### src/rtl/sabc_queue.sv
// Short first-in first-out queue between the front end and the back end.
module sabc_queue #(
  parameter int WIDTH = 8,
  parameter int DEPTH = 4
) (
  input  logic             clk,
  input  logic             rst,
  input  logic             push,
  input  logic [WIDTH-1:0] push_data,
  input  logic             pop,
  output logic [WIDTH-1:0] pop_data,
  output logic             full,
  output logic             empty
);
  localparam int PW = (DEPTH > 1) ? $clog2(DEPTH) : 1;
  localparam int CW = $clog2(DEPTH + 1);

  logic [WIDTH-1:0] mem [DEPTH];
  logic [PW-1:0]    wr_ptr, rd_ptr;
  logic [CW-1:0]    count;

  always_ff @(posedge clk) begin
    if (rst) begin
      wr_ptr <= '0;
      rd_ptr <= '0;
      count  <= '0;
    end else begin
      if (push) begin
        wr_ptr <= (wr_ptr == PW'(DEPTH - 1)) ? '0 : wr_ptr + PW'(1);
      end
      if (pop) begin
        rd_ptr <= (rd_ptr == PW'(DEPTH - 1)) ? '0 : rd_ptr + PW'(1);
      end
      if (push && !pop) begin
        count <= count + CW'(1);
      end else if (pop && !push) begin
        count <= count - CW'(1);
      end
    end
  end

  always_ff @(posedge clk) begin
    if (push) begin
      mem[wr_ptr] <= push_data;
    end
  end

  assign pop_data = mem[rd_ptr];
  assign full     = count == CW'(DEPTH);
  assign empty    = count == '0;

endmodule

### config.mk
export PLATFORM = sky130hd
export DESIGN_NAME = sabc_queue
export DESIGN_NICKNAME = d
export VERILOG_FILES = /design/src/rtl/sabc_queue.sv
export SDC_FILE = /design/constraint.sdc
export NUM_CORES = 1
export LEC_CHECK = 0
export BUFFER_PORTS_ARGS = -buffer_cell sky130_fd_sc_hd__buf_2
export CAP_MARGIN = 40
export CELL_PAD_IN_SITES_DETAIL_PLACEMENT = 0
export CELL_PAD_IN_SITES_GLOBAL_PLACEMENT = 1
export CORE_AREA = 2 2 66 68
export DETAILED_ROUTE_END_ITERATION = 8
export DIE_AREA = 0 0 68 70
export HOLD_SLACK_MARGIN = 0.08
export PLACE_DENSITY = 0.7
export SLEW_MARGIN = 10
export SYNTH_ARGS = -nofsm -noshare
export SYNTH_HDL_FRONTEND = slang
export SYNTH_SLANG_ARGS = --single-unit
### constraint.sdc
create_clock -name clk -period 1.55 [get_ports clk]
set_input_delay 0.155 -clock clk [delete_from_list [all_inputs] [get_ports clk]]
set_output_delay 0.155 -clock clk [all_outputs]
set_load 0.005 [all_outputs]
==> impl.org, run 1 <==
** Run status
- Status :: finished with violations
- Violations in the final reports :: negative setup slack

** Worst hold path
- Tightest Hold Check Type :: in2reg
- Counting instances, the worst hold path has a depth of 1.

** STA
- For the pin with the worst max-slew slack, the measured transition is 0.234 ns.
- Dividing the final minimum period by the clock period gives 1.02.
- For this run, the top clock speed supported by timing is 0.630 GHz.
- Fin Clk Skew :: 0.00785 ns
- RSZ-0062 raised after global routing :: yes
- Count of final max-slew check failures :: 0
- The smallest clock period supported by the final layout is computed as 1.59 ns.
- The tightest hold path in the finished design has a slack of 0.0857 ns.
- Final worst-path setup slack :: -0.0375 ns
- Setup violators final :: 6
- Worst max-slew margin expressed relative to the limit :: 0.844
- Number of hold-slack violations in the final timing report :: 0

** Synthesis
- Area share of the largest cell type after synthesis :: 0.601
- Number of synthesized register bits :: 41
- Yosys warnings :: 0
- The share of the Yosys chip area taken by registers is 0.714.
- edfxtp_1 takes more of the synthesized area than any other cell.
- Yosys attributes the largest share of cell area to edfxtp_1, dfxtp_1, mux4_2.
- Synth unique cells :: 17
- Synthesized cell area :: 0.00160 mm²
- The number of nets handed over by synthesis was 105.
- Avg Cell Area, Syn :: 18.6 µm²
- The cell count after synthesis came out at 86.

** Final layout
- Relative area change from synthesis to final layout :: 23.3%
- Ratio of cells with drive above 1 in the final layout :: 0.389
- In the final design database the tool counted 144 nets.
- Antenna diode count :: 0
- Final cell count without fillers :: 178
- Counting the fill cells in the layout gives 366.

** Floorplanning
- Top-level port count :: 22
- Placeable core region :: 0.00414 mm²
- The floorplan step set the die width to 68 µm.
- The initial utilization of the core area, before any placement, comes to 0.386.
- The die covers 0.00476 mm².
- Std-Cell Rows :: 24
- Measured along the y axis, the die boundary spans 70 µm.

** Critical path
- Critical Path Start Type :: flop
- STA classifies the critical path endpoint as an output port.
- Instance count on the critical path :: 3
- In this run the worst path has a maximum fanout of 8.
- Worst reg2reg path depth :: 4
- The slowest stage of the critical path belongs to the cell mux4_2.
- Crit path arrival time :: 1.43 ns
- Crit Path Class :: reg2out
- The largest single stage delay on the critical path is 0.51 ns.
- The signal on the critical path passes through buf_12 > mux4_2 > buf_2.
- Broken down by cell family, the worst path's largest delay share belongs to multiplexers.
- For the worst setup path, the data required time is 1.39 ns.
- Count of buffer and inverter cells on the critical path :: 2

** Placement
- GPL Wtd Cong :: 0.656
- Summed over all nets, the half-perimeter wirelength after detailed placement is 1.88 mm.
- The number of placed instances, taps included, is 168.
- Total of buffers placed on input and output ports :: 21

** Drt
- Initial DRC count :: 68
- Post-DR vias/cell :: 4.74
- Wire length per cell :: 14.1 µm
- After detailed routing, the total wire length is 2.52 mm.
- Number of vias in the routed layout :: 843
- In this run the remaining antenna-violating nets after routing total 0.
- After detailed routing, the number of remaining DRC violations is 0.
- Number of optimization iterations in the first detailed-route pass :: 3

** Power and ir drop
- Dividing total power by cell area gives a power density of 1140 mW/mm².
- Part of the total power dissipated in combinational logic :: 0.118
- Design internal power :: 1760 µW
- Final Total Pwr :: 2250 µW
- The share of total power dissipated in the clock network is 0.308.
- The share of total power dissipated in sequential elements is 0.574.
- Of the total power, the share spent switching nets is 0.217.
- Max IR drop VDD :: 0.375 mV
- For this design the static power due to leakage is 0.000750 µW.
- For this design the total switching power over the nets is 488 µW.

** Clock tree
- The clock passes through at most 2 buffers.
- Worst-skew pair later-pin latency :: 0.28 ns
- Number of sinks on the clock net :: 41
- The number of clock buffers added by TritonCTS is 5.
- Clock tree synthesis selected as its root buffer the cell clkbuf_8.
- TritonCTS built the clock tree.
- Total number of H-tree levels :: 2
- CTS clock-pin slew for the worst setup and hold paths :: 0.08 ns

** Global routing
- Total congestion overflow after global routing :: 0
- Entering global routing, the biggest net connects 14 pins.
- The first global-routing pass estimated 4.14 mm of wire.
- Vias in the first global route :: 847
- Antenna violations before repair :: 0
- Combined global-route utilization of all metal layers :: 0.124

** Flow run
- Max Cap Violations :: 0
through the flow:
| stage | worst slack (ns) | setup TNS (ns) | cell area (µm²) | utilization |
|---|---|---|---|---|
| final | -0.0375 | -0.0818 | 1970 | 0.475 |
| after global routing | -0.103 | -0.628 | 1970 | 0.475 |
| after CTS | -0.0567 | -0.274 | 1950 | 0.471 |
| after detailed placement | -0.0476 | -0.0476 | 1850 | 0.446 |
| after global placement | -0.00435 | -0.00435 | 1850 | 0.446 |
| after floorplan | 0.133 | 0 | 1600 | - |
placed cells by master, fill, tap and decap left out:
cell            n
edfxtp_1       32
buf_2          20
buf_4          10
mux4_2          8
nor2_1          7
dfxtp_1         7
ha_1            6
clkbuf_8        6
inv_1           4
and2_1          4
mux2i_1         4
nor3b_1         2
xor2_1          2
a21oi_1         2
dfxtp_2         2
dlygate4sd3_1   2
nor3_1          1
o21ai_0         1
or3_1           1
fa_1            1
clkinvlp_4      1
clkbuf_1        1
buf_6           1
buf_12          1
cell families after synthesis:
kind of cell | share of synthesized area
muxes | 0.138
AOI/OAI and AO/OA | 0.00939
buffers and inverters | 0.0196
and+or+nand+nor | 0.0485
DFF | 0.714
adders and majority gates | 0.0595
xor gates and xnor gates | 0.0110
synth_stat cells (all sizes together):
| cell | n |
|---|---|
| buf | 1 |
| mux2i | 4 |
| clkbuf | 1 |
| and2 | 4 |
| or3 | 1 |
| nor3 | 1 |
| xor2 | 2 |
| o21ai | 1 |
| a21oi | 2 |
| nor2 | 7 |
| fa | 1 |
| nor3b | 2 |
| mux4 | 8 |
| edfxtp | 32 |
| dfxtp | 9 |
| inv | 4 |
| ha | 6 |
per-layer routing:
layer  vias up  wire, µm  part of all wire  global-route usage
li1        402         -                 -                   -
met1       415      1030              0.41               0.145
met2        22      1330              0.53               0.203
met3         4       132             0.052              0.0515
met4         0        29             0.012              0.0400
met5         -         0                 0                   0
worst register-to-register path, delay by kind of cell, from the launching register on:
family / cells / cell delay [ns]
flip-flops: 1 / 0.36
AO/OA/AOI/OAI: 1 / 0.14
XOR/XNOR: 1 / 0.15
adder cells (fa/ha/maj): 1 / 0.44
AND/OR/NAND/NOR: 1 / 0.31
path summary, 6_finish.rpt:
check / from / endpoint / slack, ns
setup reg to reg: count[0]$_SDFFE_PP0P_ / count[2]$_SDFFE_PP0P_ / 0.10
setup / recovery: flop / pop_data[3] / -0.04
hold reg to reg: count[2]$_SDFFE_PP0P_ / count[2]$_SDFFE_PP0P_ / 0.51
hold / removal: push_data[1] / mem[2][1]$_DFFE_PP_ / 0.09
final cells by class:
cell class / count / area [µm²] / share of cell area
clock buffers: 7 / 86.3 / 0.0438
clock inverters: 1 / 7.51 / 0.00381
inverters: 4 / 15.0 / 0.00762
multi-input cells: 39 / 425 / 0.216
flip-flops and latches: 41 / 1140 / 0.581
well taps: 52 / 65.1 / 0.0330
repair buffers: 34 / 226 / 0.115
power by group through the flow:
stage	sequential, µW	clock, µW	combinational [µW]
5_1_grt	1300	774	305
4_1_cts	1290	722	267
3_3_place_gp	1310	0	256
6_report	1290	694	266
3_5_place_dp	1320	0	264
2_1_floorplan	1300	0	155
what timing repair did:
action	4_1_cts	5_1_grt
buffers inserted	0	0
endpoints found under the hold margin	4	3
endpoints found under the setup margin	8	8
gates resized for setup	2	1
hold buffers	1	1
state kept, by name, indices dropped and copies added, names as in the netlist, named ones only:
signal,count
wr_ptr,2
rd_ptr,2
count,3
mem,32
(Power assumes the default switching activity.)
==> inputs of run 2 (changes only) <==
==> constraint.sdc (replaced) <==
create_clock -name clk -period 1.76 [get_ports clk]
set_input_delay 0.176 -clock clk [delete_from_list [all_inputs] [get_ports clk]]
set_output_delay 0.176 -clock clk [all_outputs]
set_load 0.005 [all_outputs]
==> impl.org, run 2 (synthesis results as in run 1) <==
** Critical path
- The setup check on the worst reg-to-reg path leaves a slack of 0.29 ns.
- STA classifies the critical path startpoint as a flop.
- In this run the worst path has a maximum fanout of 8.
- Data required time at the worst endpoint :: 1.58 ns
- Counting cells, the worst reg-to-reg path comes to 4.
- For this run, the slowest stage of the critical path takes 0.53 ns.
- Crit path arrival time :: 1.46 ns
- Count of buffer and inverter cells on the critical path :: 2
- For this design, the slowest cell found on the critical path is mux4_2.
- Worst reg2reg path endpoint :: count[2]$_SDFFE_PP0P_
- Worst path top cell family by delay :: multiplexers
- Nature of the critical path endpoint :: output port
- The worst setup path is of the reg2out kind.
- Crit-path cells :: buf_4 > mux4_2 > buf_2
- The startpoint identified for the worst register-to-register timing path is count[0]$_SDFFE_PP0P_.

** STA
- Worst-margin pin slew :: 0.459 ns
- Across all hold checks on the routed design, the worst slack comes to 0.106 ns.
- Final worst-path setup slack :: 0.120 ns
- Counting I/O delays and the setup requirement, the final critical path takes 1.64 ns.
- The final number of hold-violating endpoints was 0.
- In the final timing run, aggregate negative setup slack is 0 ns.
- Maximum operating frequency :: 0.610 GHz
- Of the available clock period, the critical path in the final layout requires 0.932.
- In this run the tightest slew margin relative to its limit is 0.694.
- Setup violations remaining at the end of the flow were counted as 0.
- Setup repair after global routing left no endpoint under its margin.
- For the final database, setup skew stands at 0.00664 ns.
- The final max-slew violation count was 0.

** Floorplanning
- Top-level port count :: 22
- From left edge to right edge, the die measures 68 µm.
- Die boundary height :: 70 µm
- For this configuration, the core starts out at a cell density of 0.386.
- The floorplan step defined a core boundary enclosing 0.00414 mm².
- Floorplan die area :: 0.00476 mm²
- The floorplan has 24 rows.

** Drt
- After detailed routing, the average wire length per cell comes to 14.9 µm.
- Initial DRC count :: 54
- Post-route ant nets :: 0
- Using the TritonRoute via totals, the vias-per-cell ratio works out to 4.77.
- Remaining DRCs :: 0
- For this block, the routed nets add up to 2.47 mm of wire.
- Number of optimization iterations in the first detailed-route pass :: 3
- Number of vias in the routed layout :: 792

** Final layout
- Fill cells in the final layout number 374.
- Relative area change from synthesis to final layout :: 16.8%
- The register with the most flip-flops in the layout has 32 of them.
- Registers with the most flip-flops :: mem (32), count (3)
- Post-Route Utilization :: 0.450
- The register with the most flip-flops in the final layout is mem.
- Most frequent standard cell in the layout excluding fill and tap cells :: edfxtp_1
- Antenna diode count :: 0
- Net count of the finished layout :: 132
- FF+latch area :: 0.00114 mm²
- Highest-count cells in the layout ignoring fill and taps :: edfxtp_1, buf_2, dfxtp_1, mux4_2, nor2_1
- In the final layout, the multi-input gates occupy 425 µm².
- Of the cells placed in the final design, the portion with a size suffix greater than 1 is 0.316.

** Clock tree
- Once the clock tree was built, the resizer swapped 0 gates to a different size.
- The clock drives 41 sinks.
- Clock tree from TritonCTS :: built
- The H-tree was split into 2 levels.
- Buffers inserted to repair hold after CTS numbered 0.
- At the later pin of the worst-skew pair, clock insertion delay measures 0.29 ns.
- In this run, CTS created clock tree buffers numbering 5.
- Root Buffer :: clkbuf_8
- The clock passes through at most 2 buffers.
- CTS clock-pin slew for the worst setup and hold paths :: 0.07 ns
- Postcts setup bufs :: 0

** Global routing
- The via count of the first global-routing pass is 822.
- Wire length of the first global-routing pass :: 4.06 mm
- Entering global routing, the biggest net connects 13 pins.
- Antenna violations before repair :: 0
- Combined global-route utilization of all metal layers :: 0.121
- Total congestion overflow after global routing :: 0

** Worst hold path
- Counting instances, the worst hold path has a depth of 1.
- Worst hold start :: push_data[4]
- Hold Crit Endpoint :: mem[0][4]$_DFFE_PP_
- In this run the worst hold path is classified as in2reg.

** Power and ir drop
- Power per unit of standard cell area :: 1100 mW/mm²
- Max IR drop VDD :: 0.427 mV
- Summed over all cells, the static leakage comes to 0.000692 µW.

** Placement
- Prior to clock tree synthesis, the placed netlist has a worst setup slack of 0.103 ns.
- HPWL Detailed :: 1.77 mm
- The congestion estimate from routability-driven global placement came to 0.723.
- Total of buffers placed on input and output ports :: 21

** Run status
- Status :: complete, no violations

** Flow run
- The tool flagged a number of max-cap violations equal to 0.
run 2: cell count changes in the layout (fill, tap and decap cells not counted):
cell	change
dfxtp_2	-2
clkinv_1	+1
buf_4	-9
dlygate4sd3_1	-2
clkinvlp_4	-1
dfxtp_1	+2
clkbuf_8	-1
buf_6	-1
bufinv_16	+1
buf_2	+1
buf_12	-1
run 2: area by class of cell:
| class | instances | area share |
|---|---|---|
| Clock inverter | 2 | 0.0181 |
| Inverter | 4 | 0.00805 |
| Sequential cell | 41 | 0.612 |
| Timing Repair Buffer | 22 | 0.0604 |
| Multi-Input combinational cell | 39 | 0.228 |
| Tap cell | 52 | 0.0349 |
| Clock buffer | 6 | 0.0389 |
run 2: worst register-to-register path: cells and delay by family, from the launching register on:
family / cells / cell delay, ns
AOI/OAI and AO/OA: 1 / 0.14
and+or+nand+nor: 1 / 0.32
xor gates and xnor gates: 1 / 0.16
adders and majority gates: 1 / 0.44
DFF: 1 / 0.36
run 2: layer usage:
layer  up-vias  part of all wire  global-route usage
li1        378                 -                   -
met5         -                 0                   0
met2        21              0.49               0.177
met1       386              0.43               0.157
met4         0             0.020              0.0600
met3         7             0.063              0.0435
run 2: stage by stage:
stage | power, µW | area [µm²] | std cells
detailed placement | 1370 | 1760 | 158
finish | 2050 | 1870 | 166
floorplan | 1280 | 1600 | 86
global placement | 1360 | 1760 | 158
global route | 2150 | 1870 | 166
CTS | 2080 | 1870 | 166
run 2: worst max path at each step:
stage / startpoint / to / slack [ns] / cells past startpoint
after floorplan: pop / count[2]$_SDFFE_PP0P_ / 0.32 / 7
after global placement: pop / count[2]$_SDFFE_PP0P_ / 0.16 / 8
after detailed placement: pop / count[2]$_SDFFE_PP0P_ / 0.10 / 8
after CTS: flop / pop_data[3] / 0.09 / 3
after global routing: flop / pop_data[3] / 0.05 / 3
final: flop / pop_data[3] / 0.12 / 3
run 2: where the power goes:
group	total (µW)	switching (µW)	internal (µW)	leakage (µW)
logic	209	99.4	109	0.000270
registers	1140	35.1	1100	0.000368
clock network	706	288	418	0.0000528
total	2050	423	1630	0.000692
