File: config.mk
export PLATFORM = sky130hd
export DESIGN_NAME = sabc_front
export DESIGN_NICKNAME = d
export VERILOG_FILES = /design/src/rtl/sabc_pkg.sv /design/src/rtl/sabc_front.sv
export SDC_FILE = /design/constraint.sdc
export NUM_CORES = 1
export LEC_CHECK = 0
export ABC_AREA = 1
export BUFFER_PORTS_ARGS = -buffer_cell sky130_fd_sc_hd__buf_4
export CORE_AREA = 5 5 218 220
export CTS_CLUSTER_SIZE = 8
export DETAILED_ROUTE_END_ITERATION = 12
export DIE_AREA = 0 0 223 225
export PLACE_DENSITY = 0.53
export SYNTH_ARGS = -nofsm -noshare
export SYNTH_HDL_FRONTEND = slang
export SYNTH_SLANG_ARGS = --single-unit
File: constraint.sdc
create_clock -name clk -period 6.25 [get_ports clk]
set_clock_uncertainty 0.1 [all_clocks]
set_input_delay 0.625 -clock clk [delete_from_list [all_inputs] [get_ports clk]]
set_output_delay 0.625 -clock clk [all_outputs]
set_load 0.01 [all_outputs]
File: src/rtl/sabc_pkg.sv
// Shared codes and types of the strided access bounds checker.
package sabc_pkg;

  localparam int FIELD_W    = 64;
  localparam int NREC_W     = 31;
  localparam int IN_DATA_W  = 288;
  localparam int IN_USER_W  = 7;
  localparam int OUT_DATA_W = 8;
  localparam int STATUS_W   = 3;

  localparam logic [STATUS_W-1:0] STATUS_OK         = 3'd0;
  localparam logic [STATUS_W-1:0] STATUS_BAD_COORD  = 3'd1;
  localparam logic [STATUS_W-1:0] STATUS_EDGE       = 3'd2;
  localparam logic [STATUS_W-1:0] STATUS_NEG_COUNT  = 3'd3;
  localparam logic [STATUS_W-1:0] STATUS_BAD_STRIDE = 3'd4;

  localparam logic [1:0] EDGE_NONE      = 2'd0;
  localparam logic [1:0] EDGE_EXCEEDED  = 2'd1;
  localparam logic [1:0] EDGE_NEG_COUNT = 2'd2;

  localparam logic [1:0] API_WHOLE   = 2'd0;
  localparam logic [1:0] API_ELEMENT = 2'd1;
  localparam logic [1:0] API_ARRAY   = 2'd2;
  localparam logic [1:0] API_STRIDED = 2'd3;

  localparam logic [0:0] REG_RELAXED = 1'd0;
  localparam logic [0:0] REG_CLASSIC = 1'd1;

  // Largest record start allowed by the classic file format.
  localparam logic [32:0] CLASSIC_START_MAX = 33'h0_FFFF_FFFF;

  typedef struct packed {
    logic relaxed;
    logic classic;
  } cfg_t;

  // Classification of one dimension, handed from the front end to the back end.
  typedef struct packed {
    logic       scalar;
    logic       last;
    logic [1:0] api;
    logic       step_given;
    logic       span_given;
    logic       coord_err;
    logic       stride_err;
    logic       need_li;
    logic [1:0] edge_pre;
    logic       stride_neg;
  } cls_flags_t;

endpackage

File: src/rtl/sabc_front.sv
// Front end: classifies one dimension with compares and prepares the multiply operands.
module sabc_front #(
  parameter int W = 64
) (
  input  logic                            clk,
  input  logic                            rst,
  input  logic                            accept,
  input  sabc_pkg::cfg_t                  cfg,
  input  logic                            scalar_request,
  input  logic [1:0]                      api_kind,
  input  logic                            is_read,
  input  logic [sabc_pkg::NREC_W-1:0]     num_records,
  input  logic [sabc_pkg::FIELD_W-1:0]    extent,
  input  logic [sabc_pkg::FIELD_W-1:0]    origin,
  input  logic [sabc_pkg::FIELD_W-1:0]    span,
  input  logic [sabc_pkg::FIELD_W-1:0]    step_size,
  input  logic                            origin_given,
  input  logic                            span_given,
  input  logic                            step_given,
  input  logic                            last_dim,
  output sabc_pkg::cls_flags_t            flags,
  output logic [W-1:0]                    mul_a,
  output logic [W-1:0]                    mul_b,
  output logic [W-1:0]                    org_out,
  output logic [W-1:0]                    bound_out
);
  import sabc_pkg::*;

  logic               at_first;
  logic signed [W-1:0] ext, org, cnt, stp, bound;
  logic signed [W:0]   org_x, start_lim, sum, bound_x;
  logic               rec_dim, check, cnt_pos, org_lt, org_eq;
  logic               coord;
  logic [1:0]         edge_pre;
  logic               need_li;

  // The first dimension of a request follows a scalar request or a last dimension.
  always_ff @(posedge clk) begin
    if (rst) begin
      at_first <= 1'b1;
    end else if (accept) begin
      at_first <= scalar_request | last_dim;
    end
  end

  assign ext = extent[W-1:0];
  assign org = origin[W-1:0];
  assign cnt = span[W-1:0];
  assign stp = step_size[W-1:0];

  assign rec_dim   = at_first && (ext == '0);
  assign bound     = rec_dim ? W'(num_records) : ext;
  assign check     = !rec_dim || is_read;
  assign cnt_pos   = !cnt[W-1] && (cnt != '0);
  assign org_lt    = org < bound;
  assign org_eq    = org == bound;
  assign org_x     = {org[W-1], org};
  assign start_lim = (W+1)'(CLASSIC_START_MAX);
  assign sum       = {org[W-1], org} + {cnt[W-1], cnt};
  assign bound_x   = {bound[W-1], bound};

  always_comb begin
    coord = 1'b0;
    if (!origin_given || org[W-1]) begin
      coord = 1'b1;
    end else if (rec_dim && cfg.classic && (org_x > start_lim)) begin
      coord = 1'b1;
    end else if (check) begin
      if (cfg.relaxed) begin
        if (!org_lt && !org_eq) begin
          coord = 1'b1;
        end else if (org_eq && ((api_kind == API_ELEMENT) || (span_given && cnt_pos))) begin
          coord = 1'b1;
        end
      end else if (!org_lt) begin
        coord = 1'b1;
      end
    end
  end

  // The strided bound needs the product, so it is only flagged here.
  always_comb begin
    edge_pre = EDGE_NONE;
    need_li  = 1'b0;
    if (!rec_dim && ext[W-1]) begin
      edge_pre = EDGE_EXCEEDED;
    end else if (cnt[W-1]) begin
      edge_pre = EDGE_NEG_COUNT;
    end else if (check) begin
      if (!step_given) begin
        if ((!rec_dim && (cnt > bound)) || (sum > bound_x)) begin
          edge_pre = EDGE_EXCEEDED;
        end
      end else if (cnt_pos) begin
        need_li = 1'b1;
      end
    end
  end

  assign flags.scalar     = scalar_request;
  assign flags.last       = last_dim;
  assign flags.api        = api_kind;
  assign flags.step_given = step_given;
  assign flags.span_given = span_given;
  assign flags.coord_err  = coord;
  assign flags.stride_err = step_given && (stp[W-1] || (stp == '0));
  assign flags.need_li    = need_li;
  assign flags.edge_pre   = edge_pre;
  assign flags.stride_neg = stp[W-1];

  assign mul_a     = cnt - W'(1);
  assign mul_b     = stp[W-1] ? (W'(0) - stp) : stp;
  assign org_out   = org;
  assign bound_out = bound;

endmodule

==> run metrics, run 1 <==
synthesized cell area=14000 um^2; Vias=18038; syn_area_per_cell=5.69 um^2; Die W=223 um; first-pass GRT wire length=111 mm; number of standard cells after synthesis=2458; worst-margin pin slew=0.880 ns; Slew Limit Headroom=40.8%; clk_lat worst skew=0 ns; Unique masters post-synth=48; max_cap viols=0; Internal=0.000656 W; max frequency=0.170 GHz; DP Area=18300 um^2; top cells by area, synth=ha_1, nand2_1, inv_1; DR WL/cell=21.6 um; Die Area=50200 um^2; postcts setup bufs=0; core area=45100 um^2; vias per cell=5.13; final period utilization=94.1%; delay of the slowest critical-path stage=0.58 ns; max reg flops=1; Initial Util=31.0%; hpwl dp=68.7 mm; crit path DAT=5.16 ns; Final ANT Viol Nets=0; grt total ovfl=0; Area Overhead vs Synth=31.0%; syn nets=3018; Final TNS setup=0 ns; sw frac=59.9%; Worst Path Max Fanout=21; largest register by flop count=at_first; sequential share of the synthesized area=0.143%; status=finished, final reports clean; post-route cell area=18300 um^2; peak supply drop=0.0447 mV; endpoints failing setup=0; Final Hold Vio Count=0; Hold Crit Class=flop to flop; final net count=3477; total global-route track usage=28.1%; total chip power=0.00164 W; std cell rows=78; Flop pwr share=0.4%; Clock power frac=0%; initial antenna violation count=0; Setup crit start kind=primary input; Power per Cell Area=89.3 nW/um^2; routability cong.=0.964; Yosys top cell by area=ha_1; Synth top area share=23.2%; DRT Pass-1 Iters=6; Synth Register Bits=1; Data required, critical path=5.52 ns; Ant. Diodes=0; critical path endpoint category=output pin; residual DRC count=0; RSZ-0062 raised after global routing=false; post-CTS sizing=0; Lkg Pwr=9.54 nW; Clock Pin Slew Worst Setup and Hold Paths=0 ns; fin. max-slew vios=0; port bufs=567; Min Clock Period, post-route=5.88 ns; vias in the first global route=17924; critical path type=primary input to output pin; First DRT Iteration DRCs=1252; Critical Path Most Common Cell=nand2_1; share of cells above drive strength 1=20.5%; CTS Hold Bufs=0; Comb power frac=99.6%; CP max-delay cell=nor4_1; NetSw=0.000980 W; largest net degree at the start of global routing=53; synth warn=0; chip height=225 um; I/O pin count=568; Detailed Route WL=76.0 mm; fill count=5079; largest registers=at_first: 1 flops
## routing by layer
metal / routed length [um] / GRT usage (%) / share of wire [%] / vias to the layer above
li1: - / - / - / 8941
met1: 32500 / 36.1 / 43 / 8407
met2: 37500 / 52.0 / 49 / 632
met3: 4010 / 1.98 / 5.3 / 58
met4: 1880 / 5.57 / 2.5 / 0
met5: 0 / 0 / 0 / -
## power by group through the flow
| stage | clock network [W] | logic [W] | registers, W |
|---|---|---|---|
| 5_1_grt | 0 | 0.00180 | 0.00000712 |
| 2_1_floorplan | 0 | 0.000908 | 0.00000699 |
| 6_report | 0 | 0.00163 | 0.00000703 |
| 4_1_cts | 0 | 0.00163 | 0.00000704 |
| 3_3_place_gp | 0 | 0.00161 | 0.00000702 |
| 3_5_place_dp | 0 | 0.00162 | 0.00000703 |
## final timing paths
check	startpoint	end	slack (ns)	cells past startpoint
hold / removal	at_first$_SDFFE_PP1P_	at_first$_SDFFE_PP1P_	0.46	2
setup / recovery	extent[37]	flags[1]	0.37	25
hold reg to reg	at_first$_SDFFE_PP1P_	at_first$_SDFFE_PP1P_	0.46	2
setup reg to reg	at_first$_SDFFE_PP1P_	at_first$_SDFFE_PP1P_	5.53	2
## cell families after synthesis
| logic type | share of synthesized area [%] |
|---|---|
| buffers and inverters | 15.0 |
| AOI/OAI and AO/OA | 15.5 |
| and+or+nand+nor | 35.0 |
| xor gates and xnor gates | 11.0 |
| adders and majority gates | 23.3 |
| DFF | 0.143 |
## final cells by class
class                      instances  area (um^2)  share of cell area [%]
tap                              600          751                    4.10
timing repair buffer             574         4310                    23.5
inverter                         369         1390                    7.56
multi-input combinational       1971        11900                    64.7
sequential                         1         20.0                   0.109
## critical path, delay by kind of cell
family	cells	cell delay, ns
fa+ha+maj	1	0.37
buf+inv	5	1.30
compound gates	1	0.28
simple gates	18	2.54
## synthesized netlist by cell type (all sizes together)
master and number:
a211oi 1, a21boi 2, a21o 6, a21oi 220, a31oi 20, and2 2
and3 5, buf 77, clkbuf 40, clkinv 2, dfxtp 1, fa 1
ha 259, inv 367, nand2 493, nand3 107, nand3b 2, nand4 49
nor2 371, nor3 51, nor3b 4, nor4 50, nor4b 1, o2111ai 1
o211a 1, o211ai 9, o21a 11, o21ai 105, o21bai 13, o31ai 3
o41ai 4, or2 2, or3 2, xnor2 50, xor2 126
## layout by cell type (no fill, tap or decap), types with 2 or more instances in the layout
cell        n
a21o_1      6
nor2_2      6
nor3_4      4
a21boi_0    2
nor3_1     47
o21a_1     11
nand2_1   488
nand2_2     5
nand3_1   105
xor2_1    126
or3_1       2
xnor2_1    50
nand4_1    48
buf_4     574
o31ai_1     3
ha_1      259
nand3b_1    2
o21bai_1   13
nor2_4      2
a21oi_1   220
inv_1     367
nor2_1    363
o211ai_1    9
and3_1      5
o41ai_1     3
clkinv_1    2
nor3b_1     3
nor4_1     49
a31oi_1    20
and2_1      2
o21ai_0   104
or2_2       2
## through the flow
step / setup WS, ns / util, % / hold WS, ns / std cells
global placement: 0.536 / 40.6 / 0.453 / 3515
CTS: 0.381 / 40.6 / 0.467 / 3515
detailed placement: 0.406 / 40.6 / 0.468 / 3515
finish: 0.368 / 40.6 / 0.456 / 3515
floorplan: 1.99 / - / 0.370 / 2458
global route: 0.145 / 40.6 / 0.515 / 3515
Note: power is estimated with default switching activity, not from simulation.
==> run 2: changes to the inputs <==
Settings changed: RECOVER_POWER set to 50.
==> run 2 against run 1 <==
The flow now finishes with violations (capacitance limit, slew limit). Critical path depth did not move. Final cell count unchanged. Setup slack worse by 0.058 ns. Die area unchanged. Global-route usage stayed put. First-iteration DRC count down 2.3%. Total power shrank 2.3%. Cell area shrank 2.8%. Wire length is 0.33% higher. Core utilization fell by 1.2 points. Maximum frequency decreased by 0.97%. Largest cell class unchanged.
==> run metrics, run 2 (synthesis gave the netlist of run 1 again) <==
status=finished, violations left; failing checks=capacitance limit, slew limit; Final ANT Viol Nets=0 (unchanged); final net count=3477 (unchanged); Slew Limit Headroom=-55.2% (-96 points); Detailed Route WL=76.2 mm (+0.33%); Die Area=50200 um^2 (unchanged); chip height=225 um (unchanged); Worst R2R Setup Slack=5.52 ns (about the same); Initial Util=31.0% (unchanged); Ant. Diodes=0 (unchanged); fin. max-slew vios=53 (+53); vias per cell=5.14 (+0.13%); Comb power frac=99.6% (about the same); first-pass GRT wire length=111 mm (unchanged); commonest non-fill, non-tap cell in the layout=nand2_1; worst-margin pin slew=2.33 ns (+1.45 ns); sw frac=61.2% (+1.3 points); core area=45100 um^2 (unchanged); grt total ovfl=0 (unchanged); Internal=0.000620 W (-5.5%); largest registers=at_first: 1 flops; largest register by flop count=at_first; I/O pin count=568 (unchanged); post-CTS sizing=0 (unchanged); Hold Crit Class=flop to flop; DRT Pass-1 Iters=6 (unchanged); endpoints failing setup=0 (unchanged); placed cells=3515 (unchanged); FF-to-FF path depth=2 (unchanged); residual DRC count=0 (unchanged); Final Hold Vio Count=0 (unchanged); critical path endpoint category=output pin; DR WL/cell=21.7 um (+0.33%); Clock power frac=0% (unchanged); routability cong.=0.964 (unchanged); NetSw=0.000979 W (-0.12%); Final TNS setup=0 ns (unchanged); RSZ-0062 raised after global routing=false; port bufs=567 (unchanged); Flop pwr share=0.4% (about the same); Lkg Pwr=9.06 nW (-5.0%); postcts setup bufs=0 (unchanged); First DRT Iteration DRCs=1223 (-2.3%); largest net degree at the start of global routing=53 (unchanged); max frequency=0.168 GHz (-0.97%); critical path type=primary input to output pin; final period utilization=95.0% (+0.92 points); max_cap viols=1 (+1); Die W=223 um (unchanged); initial antenna violation count=1 (+1); FF-to-FF End=at_first$_SDFFE_PP1P_; Data required, critical path=5.52 ns (about the same); most frequent cells in the layout=nand2_1, buf_4, inv_1; share of cells above drive strength 1=16.0% (-4.6 points); std cell rows=78 (unchanged); hpwl dp=68.7 mm (unchanged); max reg flops=1 (unchanged); peak supply drop=0.0433 mV (-3.2%); final cell count without fillers=3515 (unchanged); CTS Hold Bufs=0 (unchanged); total chip power=0.00160 W (-2.3%); Clock Pin Slew Worst Setup and Hold Paths=0 ns (unchanged); delay of the slowest critical-path stage=0.59 ns (about the same); fill count=5214 (+2.7%); CP max-delay cell=nor4_1; Critical Path Most Common Cell=nand2_1; Setup crit start kind=primary input; Worst Path Max Fanout=21 (unchanged); vias in the first global route=17924 (unchanged); Min Clock Period, post-route=5.94 ns (+0.0576 ns); Vias=18062 (+0.13%); crit path DAT=5.21 ns (+0.05 ns); CP Capture Point=flags[1]; clk_lat worst skew=0 ns (unchanged); Power per Cell Area=89.8 nW/um^2 (+0.56%); RR Startpoint=at_first$_SDFFE_PP1P_; total global-route track usage=28.1% (unchanged); crit path from=extent[37]; Area Overhead vs Synth=27.3%
## run 2: cell count changes in the layout (fill, tap and decap cells not counted), sizes merged
cell	change
buf	-128
clkbuf	+128
## run 2: how the worst min path moves through the flow
stage                                     start               endpoint  cells after the start
after floorplan           at_first$_SDFFE_PP1P_  at_first$_SDFFE_PP1P_                      2
after global placement    at_first$_SDFFE_PP1P_  at_first$_SDFFE_PP1P_                      2
after detailed placement  at_first$_SDFFE_PP1P_  at_first$_SDFFE_PP1P_                      2
after CTS                 at_first$_SDFFE_PP1P_  at_first$_SDFFE_PP1P_                      2
after global routing      at_first$_SDFFE_PP1P_  at_first$_SDFFE_PP1P_                      2
final                     at_first$_SDFFE_PP1P_  at_first$_SDFFE_PP1P_                      2
## run 2: final cells by class
class                   instances  area [um^2]  share of cell area (%)
inverters                     369         1390                    7.78
multi-input cells            1971        11800                    66.4
flip-flops and latches          1         20.0                   0.112
well taps                     600          751                    4.22
repair buffers                574         3830                    21.5
## run 2: through the flow
step                      cell area [um^2]  utilization [%]  setup WS (ns)  hold slack (ns)
after floorplan                      14000                -           1.99            0.370
after global placement               18300             40.6          0.536            0.453
after detailed placement             18300             40.6          0.406            0.468
after CTS                            18300             40.6          0.381            0.467
after global routing                 17800             39.5          0.125            0.515
final                                17800             39.5          0.310            0.458
## run 2: critical path: cells and delay by family
family / cells / cell delay [ns]
simple gates: 18 / 2.60
buf+inv: 5 / 1.33
fa+ha+maj: 1 / 0.37
compound gates: 1 / 0.27
## run 2: routing by layer
metal	track usage (%)	up-vias	wire [um]
li1	-	8949	-
met1	36.1	8428	32800
met2	52.0	621	37600
met3	1.98	64	3960
met4	5.57	0	1900
met5	0	-	0
## run 2: power by group through the flow
stage | clock (W) | combinational (W) | sequential, W
global placement | 0 | 0.00161 | 0.00000702
global route | 0 | 0.00176 | 0.00000712
finish | 0 | 0.00159 | 0.00000703
CTS | 0 | 0.00163 | 0.00000704
detailed placement | 0 | 0.00162 | 0.00000703
floorplan | 0 | 0.000908 | 0.00000699
